==> config.mk <==
export PLATFORM = sky130hd
export DESIGN_NAME = line_follow_steering_control
export DESIGN_NICKNAME = d
export VERILOG_FILES = /design/src/rtl/lfsc_pkg.sv /design/src/rtl/line_follow_steering_control.sv
export SDC_FILE = /design/constraint.sdc
export NUM_CORES = 2
export LEC_CHECK = 0
export BUFFER_PORTS_ARGS = -buffer_cell sky130_fd_sc_hd__buf_2
export CAP_MARGIN = 25
export CELL_PAD_IN_SITES_DETAIL_PLACEMENT = 2
export CELL_PAD_IN_SITES_GLOBAL_PLACEMENT = 2
export CORE_ASPECT_RATIO = 0.8
export CORE_MARGIN = 5
export CORE_UTILIZATION = 44
export CTS_CLUSTER_DIAMETER = 60
export DETAILED_ROUTE_END_ITERATION = 7
export GPL_TIMING_DRIVEN = 0
export PLACE_DENSITY_LB_ADDON = 0.12
export SLEW_MARGIN = 5
export SYNTH_ARGS = -nofsm -noshare
export SYNTH_HDL_FRONTEND = slang
export SYNTH_SLANG_ARGS = --single-unit
==> constraint.sdc <==
create_clock -name clk -period 24.8 [get_ports clk]
set_input_delay 4.96 -clock clk [delete_from_list [all_inputs] [get_ports clk]]
set_output_delay 4.96 -clock clk [all_outputs]
set_load 0.05 [all_outputs]
==> src/rtl/lfsc_pkg.sv <==
// Shared types, constants and tables for the line-following steering controller.
package lfsc_pkg;

  localparam int WINDOW_DEPTH_DEF = 5;
  localparam int CFG_IDX_W        = 3;
  localparam int CFG_DATA_W       = 31;
  localparam int MUL_W            = 72;

  // Configuration register indexes
  localparam logic [CFG_IDX_W-1:0] CFG_LIMITED_MODE = 3'd0;
  localparam logic [CFG_IDX_W-1:0] CFG_PARKING_MODE = 3'd1;
  localparam logic [CFG_IDX_W-1:0] CFG_STEER_LIMIT  = 3'd2;
  localparam logic [CFG_IDX_W-1:0] CFG_SLEW_STEP    = 3'd3;
  localparam logic [CFG_IDX_W-1:0] CFG_AXLE_OFFSET  = 3'd4;

  // Gain bands
  localparam logic [2:0] BAND_SLOW = 3'd0;
  localparam logic [2:0] BAND_MID  = 3'd1;
  localparam logic [2:0] BAND_FAST = 3'd2;
  localparam logic [2:0] BAND_TOP  = 3'd3;
  localparam logic [2:0] BAND_PARK = 3'd4;

  // Angle constants, Q3.12; CORDIC gain in Q.30, degrees per radian in Q.16
  localparam logic signed [17:0] PI_Q12      = 18'sd12868;
  localparam logic signed [17:0] TWO_PI_Q12  = 18'sd25736;
  localparam logic signed [17:0] HALF_PI_Q12 = 18'sd6434;
  localparam logic signed [33:0] CORDIC_K    = 34'sd652032874;
  localparam logic [31:0]        DEG_PER_RAD = 32'd3754936;

  typedef struct packed {
    logic signed [31:0] pose_x;
    logic signed [31:0] pose_y;
    logic signed [15:0] pose_heading;
    logic        [15:0] speed;
    logic signed [31:0] line_x;
    logic signed [31:0] line_y;
    logic signed [15:0] line_heading;
  } in_item_t;

  typedef struct packed {
    logic signed [15:0] steer_angle;
    logic signed [31:0] distance_error;
    logic signed [15:0] heading_error;
  } out_item_t;

  typedef enum logic [4:0] {
    S_IDLE, S_WRAP_P, S_CORD_P, S_MUL_FX, S_MUL_FY, S_WRAP_L, S_CORD_L,
    S_MUL_DX, S_MUL_DY, S_WRAP_E, S_MUL_KD, S_MUL_KA, S_SUM, S_DIV,
    S_LIMIT, S_MUL_DEG, S_DONE
  } state_t;

  // CORDIC arctangent table, Q.16
  function automatic logic signed [19:0] atan_q16(input logic [3:0] i);
    case (i)
      4'd0:    atan_q16 = 20'sd51472;
      4'd1:    atan_q16 = 20'sd30386;
      4'd2:    atan_q16 = 20'sd16055;
      4'd3:    atan_q16 = 20'sd8150;
      4'd4:    atan_q16 = 20'sd4091;
      4'd5:    atan_q16 = 20'sd2047;
      4'd6:    atan_q16 = 20'sd1024;
      4'd7:    atan_q16 = 20'sd512;
      4'd8:    atan_q16 = 20'sd256;
      4'd9:    atan_q16 = 20'sd128;
      4'd10:   atan_q16 = 20'sd64;
      4'd11:   atan_q16 = 20'sd32;
      4'd12:   atan_q16 = 20'sd16;
      4'd13:   atan_q16 = 20'sd8;
      4'd14:   atan_q16 = 20'sd4;
      default: atan_q16 = 20'sd2;
    endcase
  endfunction

  function automatic logic [31:0] kd_gain(input logic [2:0] b);
    case (b)
      BAND_SLOW: kd_gain = 32'd13107;
      BAND_MID:  kd_gain = 32'd1638;
      BAND_FAST: kd_gain = 32'd655;
      BAND_TOP:  kd_gain = 32'd328;
      default:   kd_gain = 32'd19661;
    endcase
  endfunction

  function automatic logic [31:0] ka_gain(input logic [2:0] b);
    case (b)
      BAND_SLOW: ka_gain = 32'd39322;
      BAND_MID:  ka_gain = 32'd32768;
      BAND_FAST: ka_gain = 32'd19661;
      BAND_TOP:  ka_gain = 32'd6554;
      default:   ka_gain = 32'd78643;
    endcase
  endfunction

  function automatic logic signed [MUL_W-1:0] dist_limit(input logic [2:0] b);
    case (b)
      BAND_SLOW: dist_limit = 72'sd308831;
      BAND_MID:  dist_limit = 72'sd2058874;
      BAND_FAST: dist_limit = 72'sd3088311;
      BAND_TOP:  dist_limit = 72'sd2058874;
      default:   dist_limit = 72'sd411775;
    endcase
  endfunction

  function automatic logic signed [15:0] sat16(input logic signed [MUL_W-1:0] v);
    if (v > 72'sd32767)       sat16 = 16'sh7FFF;
    else if (v < -72'sd32768) sat16 = 16'sh8000;
    else                      sat16 = v[15:0];
  endfunction

endpackage

==> src/rtl/line_follow_steering_control.sv <==
// Top level of the line-following steering controller (sequencer and datapath).
//
//   channel  direction  handshake           payload
//   in_      input      in_valid/in_stall   in_item_t
//   out_     output     out_valid/out_stall out_item_t
//   cfg_     input      cfg_we              cfg_index, cfg_data
//
// Most of the work on one item lies in the bit-serial multiplier (one multiplier
// bit per cycle, six products, a seventh for degree output) and the 16-step
// CORDIC, which runs twice; each angle wrap correction adds a step. One item is
// in work at a time.
// Reset is synchronous; there is no clearing pass after it.
// The next item is taken while a finished result waits in the output register.
module line_follow_steering_control #(
  parameter int WINDOW_DEPTH = lfsc_pkg::WINDOW_DEPTH_DEF
) (
  input  logic                             clk,
  input  logic                             rst_n,
  input  logic                             in_valid,
  output logic                             in_stall,
  input  lfsc_pkg::in_item_t               in_data,
  output logic                             out_valid,
  input  logic                             out_stall,
  output lfsc_pkg::out_item_t              out_data,
  input  logic                             cfg_we,
  input  logic [lfsc_pkg::CFG_IDX_W-1:0]   cfg_index,
  input  logic [lfsc_pkg::CFG_DATA_W-1:0]  cfg_data
);
  import lfsc_pkg::*;

  localparam int SW = 16 + $clog2(WINDOW_DEPTH);
  localparam int RW = $clog2(WINDOW_DEPTH) + 2;
  localparam int IW = (WINDOW_DEPTH > 1) ? $clog2(WINDOW_DEPTH) : 1;

  state_t state_r, state_nxt;
  in_item_t in_r;

  logic        limited_r, parking_r;
  logic [14:0] steer_limit_r, slew_r;
  logic [30:0] axle_r;

  logic signed [17:0] w_r, w_nxt;
  logic               wrap_done;
  logic signed [33:0] cx_r, cy_r;
  logic signed [19:0] cz_r;
  logic               flip_r;
  logic [3:0]         it_r;

  logic signed [33:0] ps_r, fx_r, fy_r;
  logic signed [17:0] lc_r;
  logic signed [MUL_W-1:0] p_r;
  logic signed [31:0] d_r;
  logic signed [15:0] e_r, u_r, prev_r, cmd_r;

  logic signed [MUL_W-1:0] mul_a_r, mul_acc_r, mul_ld_a, mul_add;
  logic [31:0]        mul_b_r, mul_ld_b;
  logic [5:0]         mul_n_r, mul_ld_n, cnt_r;
  logic               run_r, is_mul, mul_last, sum_last, div_last;

  logic signed [15:0] win_r [WINDOW_DEPTH];
  logic signed [SW-1:0] sum_r;
  logic [SW-1:0]      mag_r;
  logic [RW-1:0]      rem_r, rem_sh;
  logic               neg_r;

  logic               out_valid_r;
  out_item_t          out_r;

  // Derived combinational values
  logic [2:0]         band;
  logic signed [17:0] c_ang;
  logic               c_flip;
  logic signed [33:0] pc_val, psv_val;
  logic signed [17:0] lc_val, ls_val;
  logic signed [MUL_W-1:0] d_raw, d_lim;
  logic signed [15:0] u_val, lim_val;
  logic signed [17:0] lc_cmd, lim_s, st_s;

  // Gain band
  always_comb begin
    if (parking_r)                band = BAND_PARK;
    else if (in_r.speed < 16'd2688) band = BAND_SLOW;
    else if (in_r.speed < 16'd3712) band = BAND_MID;
    else if (in_r.speed < 16'd5248) band = BAND_FAST;
    else                          band = BAND_TOP;
  end

  // Angle wrap, one correction per cycle
  always_comb begin
    wrap_done = (w_r >= -PI_Q12) && (w_r < PI_Q12);
    if (w_r >= PI_Q12)       w_nxt = w_r - TWO_PI_Q12;
    else if (w_r < -PI_Q12)  w_nxt = w_r + TWO_PI_Q12;
    else                     w_nxt = w_r;
  end

  // CORDIC start angle folded into [-pi/2, pi/2]
  always_comb begin
    c_flip = 1'b0;
    c_ang  = w_r;
    if (w_r > HALF_PI_Q12) begin
      c_ang  = w_r - PI_Q12;
      c_flip = 1'b1;
    end else if (w_r < -HALF_PI_Q12) begin
      c_ang  = w_r + PI_Q12;
      c_flip = 1'b1;
    end
  end

  assign pc_val  = flip_r ? -cx_r : cx_r;
  assign psv_val = flip_r ? -cy_r : cy_r;
  assign lc_val  = 18'(pc_val >>> 16);
  assign ls_val  = 18'(psv_val >>> 16);

  // Cross-track distance and its clamp
  always_comb begin
    d_raw = (mul_acc_r - p_r) >>> 14;
    if (d_raw > dist_limit(band))       d_lim = dist_limit(band);
    else if (d_raw < -dist_limit(band)) d_lim = -dist_limit(band);
    else                                d_lim = d_raw;
  end

  // Window mean and limited-mode clamp
  always_comb begin
    u_val  = neg_r ? -16'(mag_r) : 16'(mag_r);
    lim_s  = 18'(steer_limit_r);
    st_s   = 18'(slew_r);
    lc_cmd = 18'(u_val);
    if (lc_cmd > lim_s)             lc_cmd = lim_s;
    if (lc_cmd < -lim_s)            lc_cmd = -lim_s;
    if (lc_cmd > 18'(prev_r) + st_s) lc_cmd = 18'(prev_r) + st_s;
    if (lc_cmd < 18'(prev_r) - st_s) lc_cmd = 18'(prev_r) - st_s;
    lim_val = sat16(MUL_W'(lc_cmd));
  end

  // Multiplier operand select
  always_comb begin
    is_mul   = 1'b1;
    mul_ld_a = '0;
    mul_ld_b = '0;
    mul_ld_n = 6'd32;
    case (state_r)
      S_MUL_FX: begin
        mul_ld_a = MUL_W'(pc_val);
        mul_ld_b = 32'(axle_r);
      end
      S_MUL_FY: begin
        mul_ld_a = MUL_W'(ps_r);
        mul_ld_b = 32'(axle_r);
      end
      S_MUL_DX: begin
        mul_ld_a = MUL_W'(fx_r) - MUL_W'(in_r.line_x);
        mul_ld_b = 32'(ls_val);
        mul_ld_n = 6'd18;
      end
      S_MUL_DY: begin
        mul_ld_a = MUL_W'(fy_r) - MUL_W'(in_r.line_y);
        mul_ld_b = 32'(lc_r);
        mul_ld_n = 6'd18;
      end
      S_MUL_KD: begin
        mul_ld_a = MUL_W'(d_r);
        mul_ld_b = kd_gain(band);
        mul_ld_n = 6'd16;
      end
      S_MUL_KA: begin
        mul_ld_a = MUL_W'(e_r) <<< 4;
        mul_ld_b = ka_gain(band);
        mul_ld_n = 6'd18;
      end
      S_MUL_DEG: begin
        mul_ld_a = MUL_W'(u_r);
        mul_ld_b = DEG_PER_RAD;
        mul_ld_n = 6'd23;
      end
      default: is_mul = 1'b0;
    endcase
  end

  // Multiplier step: top bit of the multiplier carries negative weight
  always_comb begin
    mul_last = run_r && (cnt_r == mul_n_r - 6'd1);
    if (!mul_b_r[0])   mul_add = '0;
    else if (mul_last) mul_add = -mul_a_r;
    else               mul_add = mul_a_r;
  end

  assign sum_last = run_r && (cnt_r == 6'(WINDOW_DEPTH - 1));
  assign div_last = run_r && (cnt_r == 6'(SW - 1));
  assign rem_sh   = {rem_r[RW-2:0], mag_r[SW-1]};

  // Next state
  always_comb begin
    state_nxt = state_r;
    case (state_r)
      S_IDLE:    if (in_valid) state_nxt = S_WRAP_P;
      S_WRAP_P:  if (wrap_done) state_nxt = S_CORD_P;
      S_CORD_P:  if (it_r == 4'd15) state_nxt = S_MUL_FX;
      S_MUL_FX:  if (mul_last) state_nxt = S_MUL_FY;
      S_MUL_FY:  if (mul_last) state_nxt = S_WRAP_L;
      S_WRAP_L:  if (wrap_done) state_nxt = S_CORD_L;
      S_CORD_L:  if (it_r == 4'd15) state_nxt = S_MUL_DX;
      S_MUL_DX:  if (mul_last) state_nxt = S_MUL_DY;
      S_MUL_DY:  if (mul_last) state_nxt = S_WRAP_E;
      S_WRAP_E:  if (wrap_done) state_nxt = S_MUL_KD;
      S_MUL_KD:  if (mul_last) state_nxt = S_MUL_KA;
      S_MUL_KA:  if (mul_last) state_nxt = S_SUM;
      S_SUM:     if (sum_last) state_nxt = S_DIV;
      S_DIV:     if (div_last) state_nxt = S_LIMIT;
      S_LIMIT:   state_nxt = limited_r ? S_DONE : S_MUL_DEG;
      S_MUL_DEG: if (mul_last) state_nxt = S_DONE;
      S_DONE:    if (!out_valid_r || !out_stall) state_nxt = S_IDLE;
      default:   state_nxt = S_IDLE;
    endcase
  end

  // Handshake outputs
  always_comb begin
    in_stall  = (state_r != S_IDLE);
    out_valid = out_valid_r;
    out_data  = out_r;
  end

  // Control state and configuration
  always_ff @(posedge clk) begin
    if (!rst_n) begin
      state_r       <= S_IDLE;
      out_valid_r   <= 1'b0;
      limited_r     <= 1'b0;
      parking_r     <= 1'b0;
      steer_limit_r <= 15'd1072;
      slew_r        <= 15'd16;
      axle_r        <= 31'd99353;
      prev_r        <= '0;
      run_r         <= 1'b0;
      cnt_r         <= '0;
      for (int i = 0; i < WINDOW_DEPTH; i++) win_r[i] <= '0;
    end else begin
      state_r <= state_nxt;
      if (state_r == S_DONE && (!out_valid_r || !out_stall)) out_valid_r <= 1'b1;
      else if (!out_stall) out_valid_r <= 1'b0;

      if (cfg_we) begin
        case (cfg_index)
          CFG_LIMITED_MODE: limited_r     <= cfg_data[0];
          CFG_PARKING_MODE: parking_r     <= cfg_data[0];
          CFG_STEER_LIMIT:  steer_limit_r <= cfg_data[14:0];
          CFG_SLEW_STEP:    slew_r        <= cfg_data[14:0];
          CFG_AXLE_OFFSET:  axle_r        <= cfg_data[30:0];
          default: ;
        endcase
      end

      // Step counter shared by multiplier, window sum and divider
      if (is_mul || state_r == S_SUM || state_r == S_DIV) begin
        if (!run_r) begin
          run_r <= 1'b1;
          cnt_r <= '0;
        end else if (mul_last && is_mul || sum_last && state_r == S_SUM
                     || div_last && state_r == S_DIV) begin
          run_r <= 1'b0;
        end else begin
          cnt_r <= cnt_r + 6'd1;
        end
      end

      // Window push on entry to the sum
      if (state_r == S_SUM && !run_r) begin
        for (int i = WINDOW_DEPTH - 1; i > 0; i--) win_r[i] <= win_r[i-1];
        win_r[0] <= sat16((mul_acc_r - p_r) >>> 20);
      end

      if (state_r == S_LIMIT && limited_r) prev_r <= lim_val;
    end
  end

  // Datapath
  always_ff @(posedge clk) begin
    case (state_r)
      S_IDLE: begin
        if (in_valid) begin
          in_r <= in_data;
          w_r  <= 18'(in_data.pose_heading);
        end
      end
      S_WRAP_P, S_WRAP_L: begin
        w_r <= w_nxt;
        if (state_r == S_WRAP_L) fy_r <= 34'(MUL_W'(in_r.pose_y) + (mul_acc_r >>> 30));
        if (wrap_done) begin
          cx_r   <= CORDIC_K;
          cy_r   <= '0;
          cz_r   <= 20'(c_ang) <<< 4;
          flip_r <= c_flip;
          it_r   <= '0;
        end
      end
      S_CORD_P, S_CORD_L: begin
        if (!cz_r[19]) begin
          cx_r <= cx_r - (cy_r >>> it_r);
          cy_r <= cy_r + (cx_r >>> it_r);
          cz_r <= cz_r - atan_q16(it_r);
        end else begin
          cx_r <= cx_r + (cy_r >>> it_r);
          cy_r <= cy_r - (cx_r >>> it_r);
          cz_r <= cz_r + atan_q16(it_r);
        end
        it_r <= it_r + 4'd1;
      end
      S_WRAP_E: begin
        w_r <= w_nxt;
        d_r <= 32'(d_lim);
        if (wrap_done) e_r <= 16'(w_r);
      end
      S_SUM: begin
        if (!run_r) sum_r <= '0;
        else        sum_r <= sum_r + SW'(win_r[cnt_r[IW-1:0]]);
      end
      S_DIV: begin
        if (!run_r) begin
          neg_r <= sum_r[SW-1];
          mag_r <= sum_r[SW-1] ? SW'(-sum_r) : SW'(sum_r);
          rem_r <= '0;
        end else if (rem_sh >= RW'(WINDOW_DEPTH)) begin
          rem_r <= rem_sh - RW'(WINDOW_DEPTH);
          mag_r <= {mag_r[SW-2:0], 1'b1};
        end else begin
          rem_r <= rem_sh;
          mag_r <= {mag_r[SW-2:0], 1'b0};
        end
      end
      S_LIMIT: begin
        u_r   <= u_val;
        cmd_r <= lim_val;
      end
      S_DONE: begin
        if (!out_valid_r || !out_stall) begin
          out_r.steer_angle    <= limited_r ? cmd_r : sat16(mul_acc_r >>> 22);
          out_r.distance_error <= d_r;
          out_r.heading_error  <= e_r;
        end
      end
      default: ;
    endcase

    // Operand captures on the load cycle of each product
    if (is_mul && !run_r) begin
      if (state_r == S_MUL_FX) ps_r <= psv_val;
      if (state_r == S_MUL_FY) fx_r <= 34'(MUL_W'(in_r.pose_x) + (mul_acc_r >>> 30));
      if (state_r == S_MUL_DX) lc_r <= lc_val;
      if (state_r == S_MUL_DY || state_r == S_MUL_KA) p_r <= mul_acc_r;
    end
    if (state_r == S_MUL_FY && mul_last) w_r <= 18'(in_r.line_heading);
    if (state_r == S_MUL_DY && mul_last) w_r <= 18'(in_r.line_heading) - 18'(in_r.pose_heading);

    // Bit-serial multiplier
    if (is_mul) begin
      if (!run_r) begin
        mul_a_r   <= mul_ld_a;
        mul_b_r   <= mul_ld_b;
        mul_n_r   <= mul_ld_n;
        mul_acc_r <= '0;
      end else begin
        mul_acc_r <= mul_acc_r + mul_add;
        mul_a_r   <= mul_a_r <<< 1;
        mul_b_r   <= mul_b_r >> 1;
      end
    end
  end

endmodule

==> flow_summary.json <==
{
  "status": "finished clean",
  "io_pins": 281,
  "synth_seq_cells": 1030,
  "synth.distinct_cells": 95,
  "vias": 66893,
  "cp-start-kind": "flop",
  "hp-class": "reg2reg",
  "fin_cells": 10318,
  "r2r_slack_ps": 9560,
  "dp_cells": 10054,
  "grt_max_degree": 93,
  "setup_violations": 0,
  "firstDrtPassIters": 8,
  "initial_utilization_pct": 44.3,
  "dieArea_mm2": 0.174,
  "clk_pin_slew_ps": 60,
  "cts_tree": "done",
  "crit_path_end_kind": "flop",
  "synth_area_leaders": "edfxtp_1, ha_1, xnor2_1",
  "synthCells": 7588,
  "worstPathArrival_ps": 15790,
  "finalPower_mw": 9.13,
  "syn_nets": 8386,
  "async_reset_ff_share_pct": 0,
  "final_cell_area_mm2": 0.0825,
  "whs_endpoint": "out_data[42]",
  "clkSinkCount": 1030,
  "dpl_cell_area_mm2": 0.0778,
  "cts_root_buf": "clkbuf_16",
  "first_global_vias": 70891,
  "min_from": "d_r[26]",
  "drc": 0,
  "ys_seq_area_share_pct": 40.8,
  "cts_made_buffers": 132,
  "fin_tns_setup_ps": 0,
  "worstPathRequired_ps": 25350,
  "nets": 8831,
  "cts_resized": 0,
  "multiInputGateArea_mm2": 0.0403,
  "grt_pass1_wl_um": 479000,
  "vias_per_cell": 6.48,
  "synth_top_area_cell": "edfxtp_1",
  "die_w_um": 466,
  "r2r_cells": 49,
  "hold_ws_ps": 466,
  "insertion_delay_ps": 830,
  "clock_path_buffers": 3,
  "track_usage_pct": 36.4,
  "ir_worst_vdd_mv": 0.0945,
  "postCtsSetupRepairBufs": 0,
  "row_count": 133,
  "p_leak_nw": 32.5,
  "ys_warn_count": 0,
  "overflow": 0,
  "portBuffers": 273,
  "ant_nets": 0,
  "cpPeakStageDelay_ps": 690,
  "drtIter0Drc": 6863,
  "hold_buffers": 0,
  "timing.rr.start": "mag_r[0]",
  "finalCritPeriodShare_pct": 61.4,
  "cp_max_fo": 10,
  "drv_slew": 0,
  "grt_antenna_before_repair": 31,
  "cap_violations": 0,
  "wl_per_cell_um": 31.9,
  "critical_path_class": "reg2reg",
  "fin_skew_ps": 41.6,
  "fmax_mhz": 65.6,
  "worst_pin_slew_ps": 1170,
  "fillCellCount": 17165,
  "critPathSlowestCell": "nor3_1",
  "ys.flop_type": "edfxtp_1",
  "dp_hpwl_um": 253000,
  "relSlewSlack_pct": 21.7,
  "syn2layout_area_growth_pct": 12.9,
  "drt-total-wl_um": 329000,
  "synth_area_mm2": 0.0731,
  "grt_setup_unrepaired": "no",
  "regArea_mm2": 0.0298,
  "core-area_mm2": 0.165,
  "hold_viol_final": 0,
  "synth_edf_count": 919,
  "gp_congestion": 0.962,
  "powerDensity_mw_per_mm2": 111,
  "hold_depth": 0,
  "synth_top_area_share_pct": 37.8,
  "post_route_cells_drive_above_1_share_pct": 9.32,
  "fp.dieH_um": 374,
  "syn_avg_cell_area_um2": 9.63,
  "period_needed_ps": 15240,
  "r2r-end": "cmd_r[7]",
  "h-tree-depth": 4
}
-- cell type report --
cell class	count	area share, %
multi-input cells	5768	48.9
flip-flops and latches	1030	36.2
clock buffers	163	4.28
well taps	2160	3.28
repair buffers	311	2.41
inverters	485	2.22
plain buffers	305	1.45
clock inverters	79	1.25
diodes	17	0.0516
-- through the flow --
stage / setup WS [ps] / utilization, %
global placement: 9660 / 46.8
floorplan: 13780 / -
finish: 9560 / 50.1
global route: 8710 / 50.0
detailed placement: 10050 / 47.2
CTS: 9890 / 50.0
-- cell families (layout without fill, tap and decap cells) --
group                      after synthesis  count (layout)  share of synthesized area [%]
buffers and inverters                  790            1343                           4.13
adders and majority gates              584             584                           10.1
other                                    0              17                              0
AOI/OAI and AO/OA                     2057            2057                           18.1
and+or+nand+nor                       2316            2316                           15.3
DFF                                   1030            1030                           40.8
xor gates and xnor gates               600             600                           7.21
muxes                                  211             211                           4.32
-- power breakdown --
part | leakage [nW] | internal (mW) | total (mW) | switching (mW)
registers | 9.43 | 2.26 | 2.58 | 0.321
logic | 20.8 | 1.61 | 4.44 | 2.83
clock network | 2.20 | 1.20 | 2.11 | 0.902
-- flip-flops by register name, indices dropped and copies added (netlist names), 16 cells and up, named ones only --
signal     count
axle_r        31
cmd_r         16
cx_r          34
cy_r          34
cz_r          20
d_r           32
e_r           16
fx_r          34
fy_r          34
in_r         169
lc_r          18
mag_r         19
mul_a_r       72
mul_acc_r     72
mul_b_r       32
out_data      64
p_r           72
prev_r        16
ps_r          34
sum_r         19
u_r           16
w_r           18
win_r         80
-- how the worst max path moves through the flow --
| stage | depth (start not counted) | endpoint | start | slack, ps |
|---|---|---|---|---|
| 2_1_floorplan | 49 | cmd_r[10] | mag_r[5] | 13780 |
| 3_3_place_gp | 10 | p_r[49] | state_r[4] | 9660 |
| 3_5_place_dp | 48 | cmd_r[7] | mag_r[0] | 10050 |
| 4_1_cts | 48 | cmd_r[7] | mag_r[0] | 9890 |
| 5_1_grt | 48 | cmd_r[7] | mag_r[0] | 8710 |
| 6_report | 49 | cmd_r[7] | mag_r[0] | 9560 |
-- synth_stat cells (75+ instances only) --
cell,count
nand4_1,75
edfxtp_1,919
nor2b_1,89
ha_1,570
mux2i_1,81
o21ai_0,435
nand2b_1,84
inv_1,484
a21oi_1,587
nand3_1,119
o21a_1,98
a21o_1,178
nor3_1,148
clkbuf_1,258
mux4_2,78
xor2_1,211
a21boi_0,85
nor2_1,585
xnor2_1,388
a31oi_1,89
dfxtp_1,111
nand2_1,697
and2_1,180
-- metal layers --
| metal | track usage [%] | up-vias | part of all wire, % |
|---|---|---|---|
| met3 | 7.38 | 758 | 8.5 |
| met1 | 49.1 | 34340 | 42 |
| met2 | 57.1 | 2968 | 45 |
| met5 | 0 | - | 0.0091 |
| met4 | 15.4 | 4 | 4.9 |
| li1 | - | 28823 | - |
-- critical path: cells and delay by family, from the launching register on --
kind,cells,cell delay (ps)
AO/OA/AOI/OAI,23,5610
buffers and inverters,7,2660
adder cells (fa/ha/maj),4,1290
XOR/XNOR,1,290
AND/OR/NAND/NOR,13,4040
flip-flops,1,580
multiplexers,1,480
-- cell usage in the layout (no fill, tap or decap), types with 89 or more instances in the layout --
cell type	instances
a21o_1	178
a21oi_1	586
and2_1	180
buf_2	285
clkbuf_1	281
clkbuf_16	135
dfxtp_1	111
edfxtp_1	919
ha_1	570
inv_1	482
nand2_1	697
nand3_1	119
nor2_1	578
nor2b_1	89
nor3_1	147
o21a_1	98
o21ai_0	434
xnor2_1	388
xor2_1	211
No activity file was read; power rests on OpenSTA's default activity.
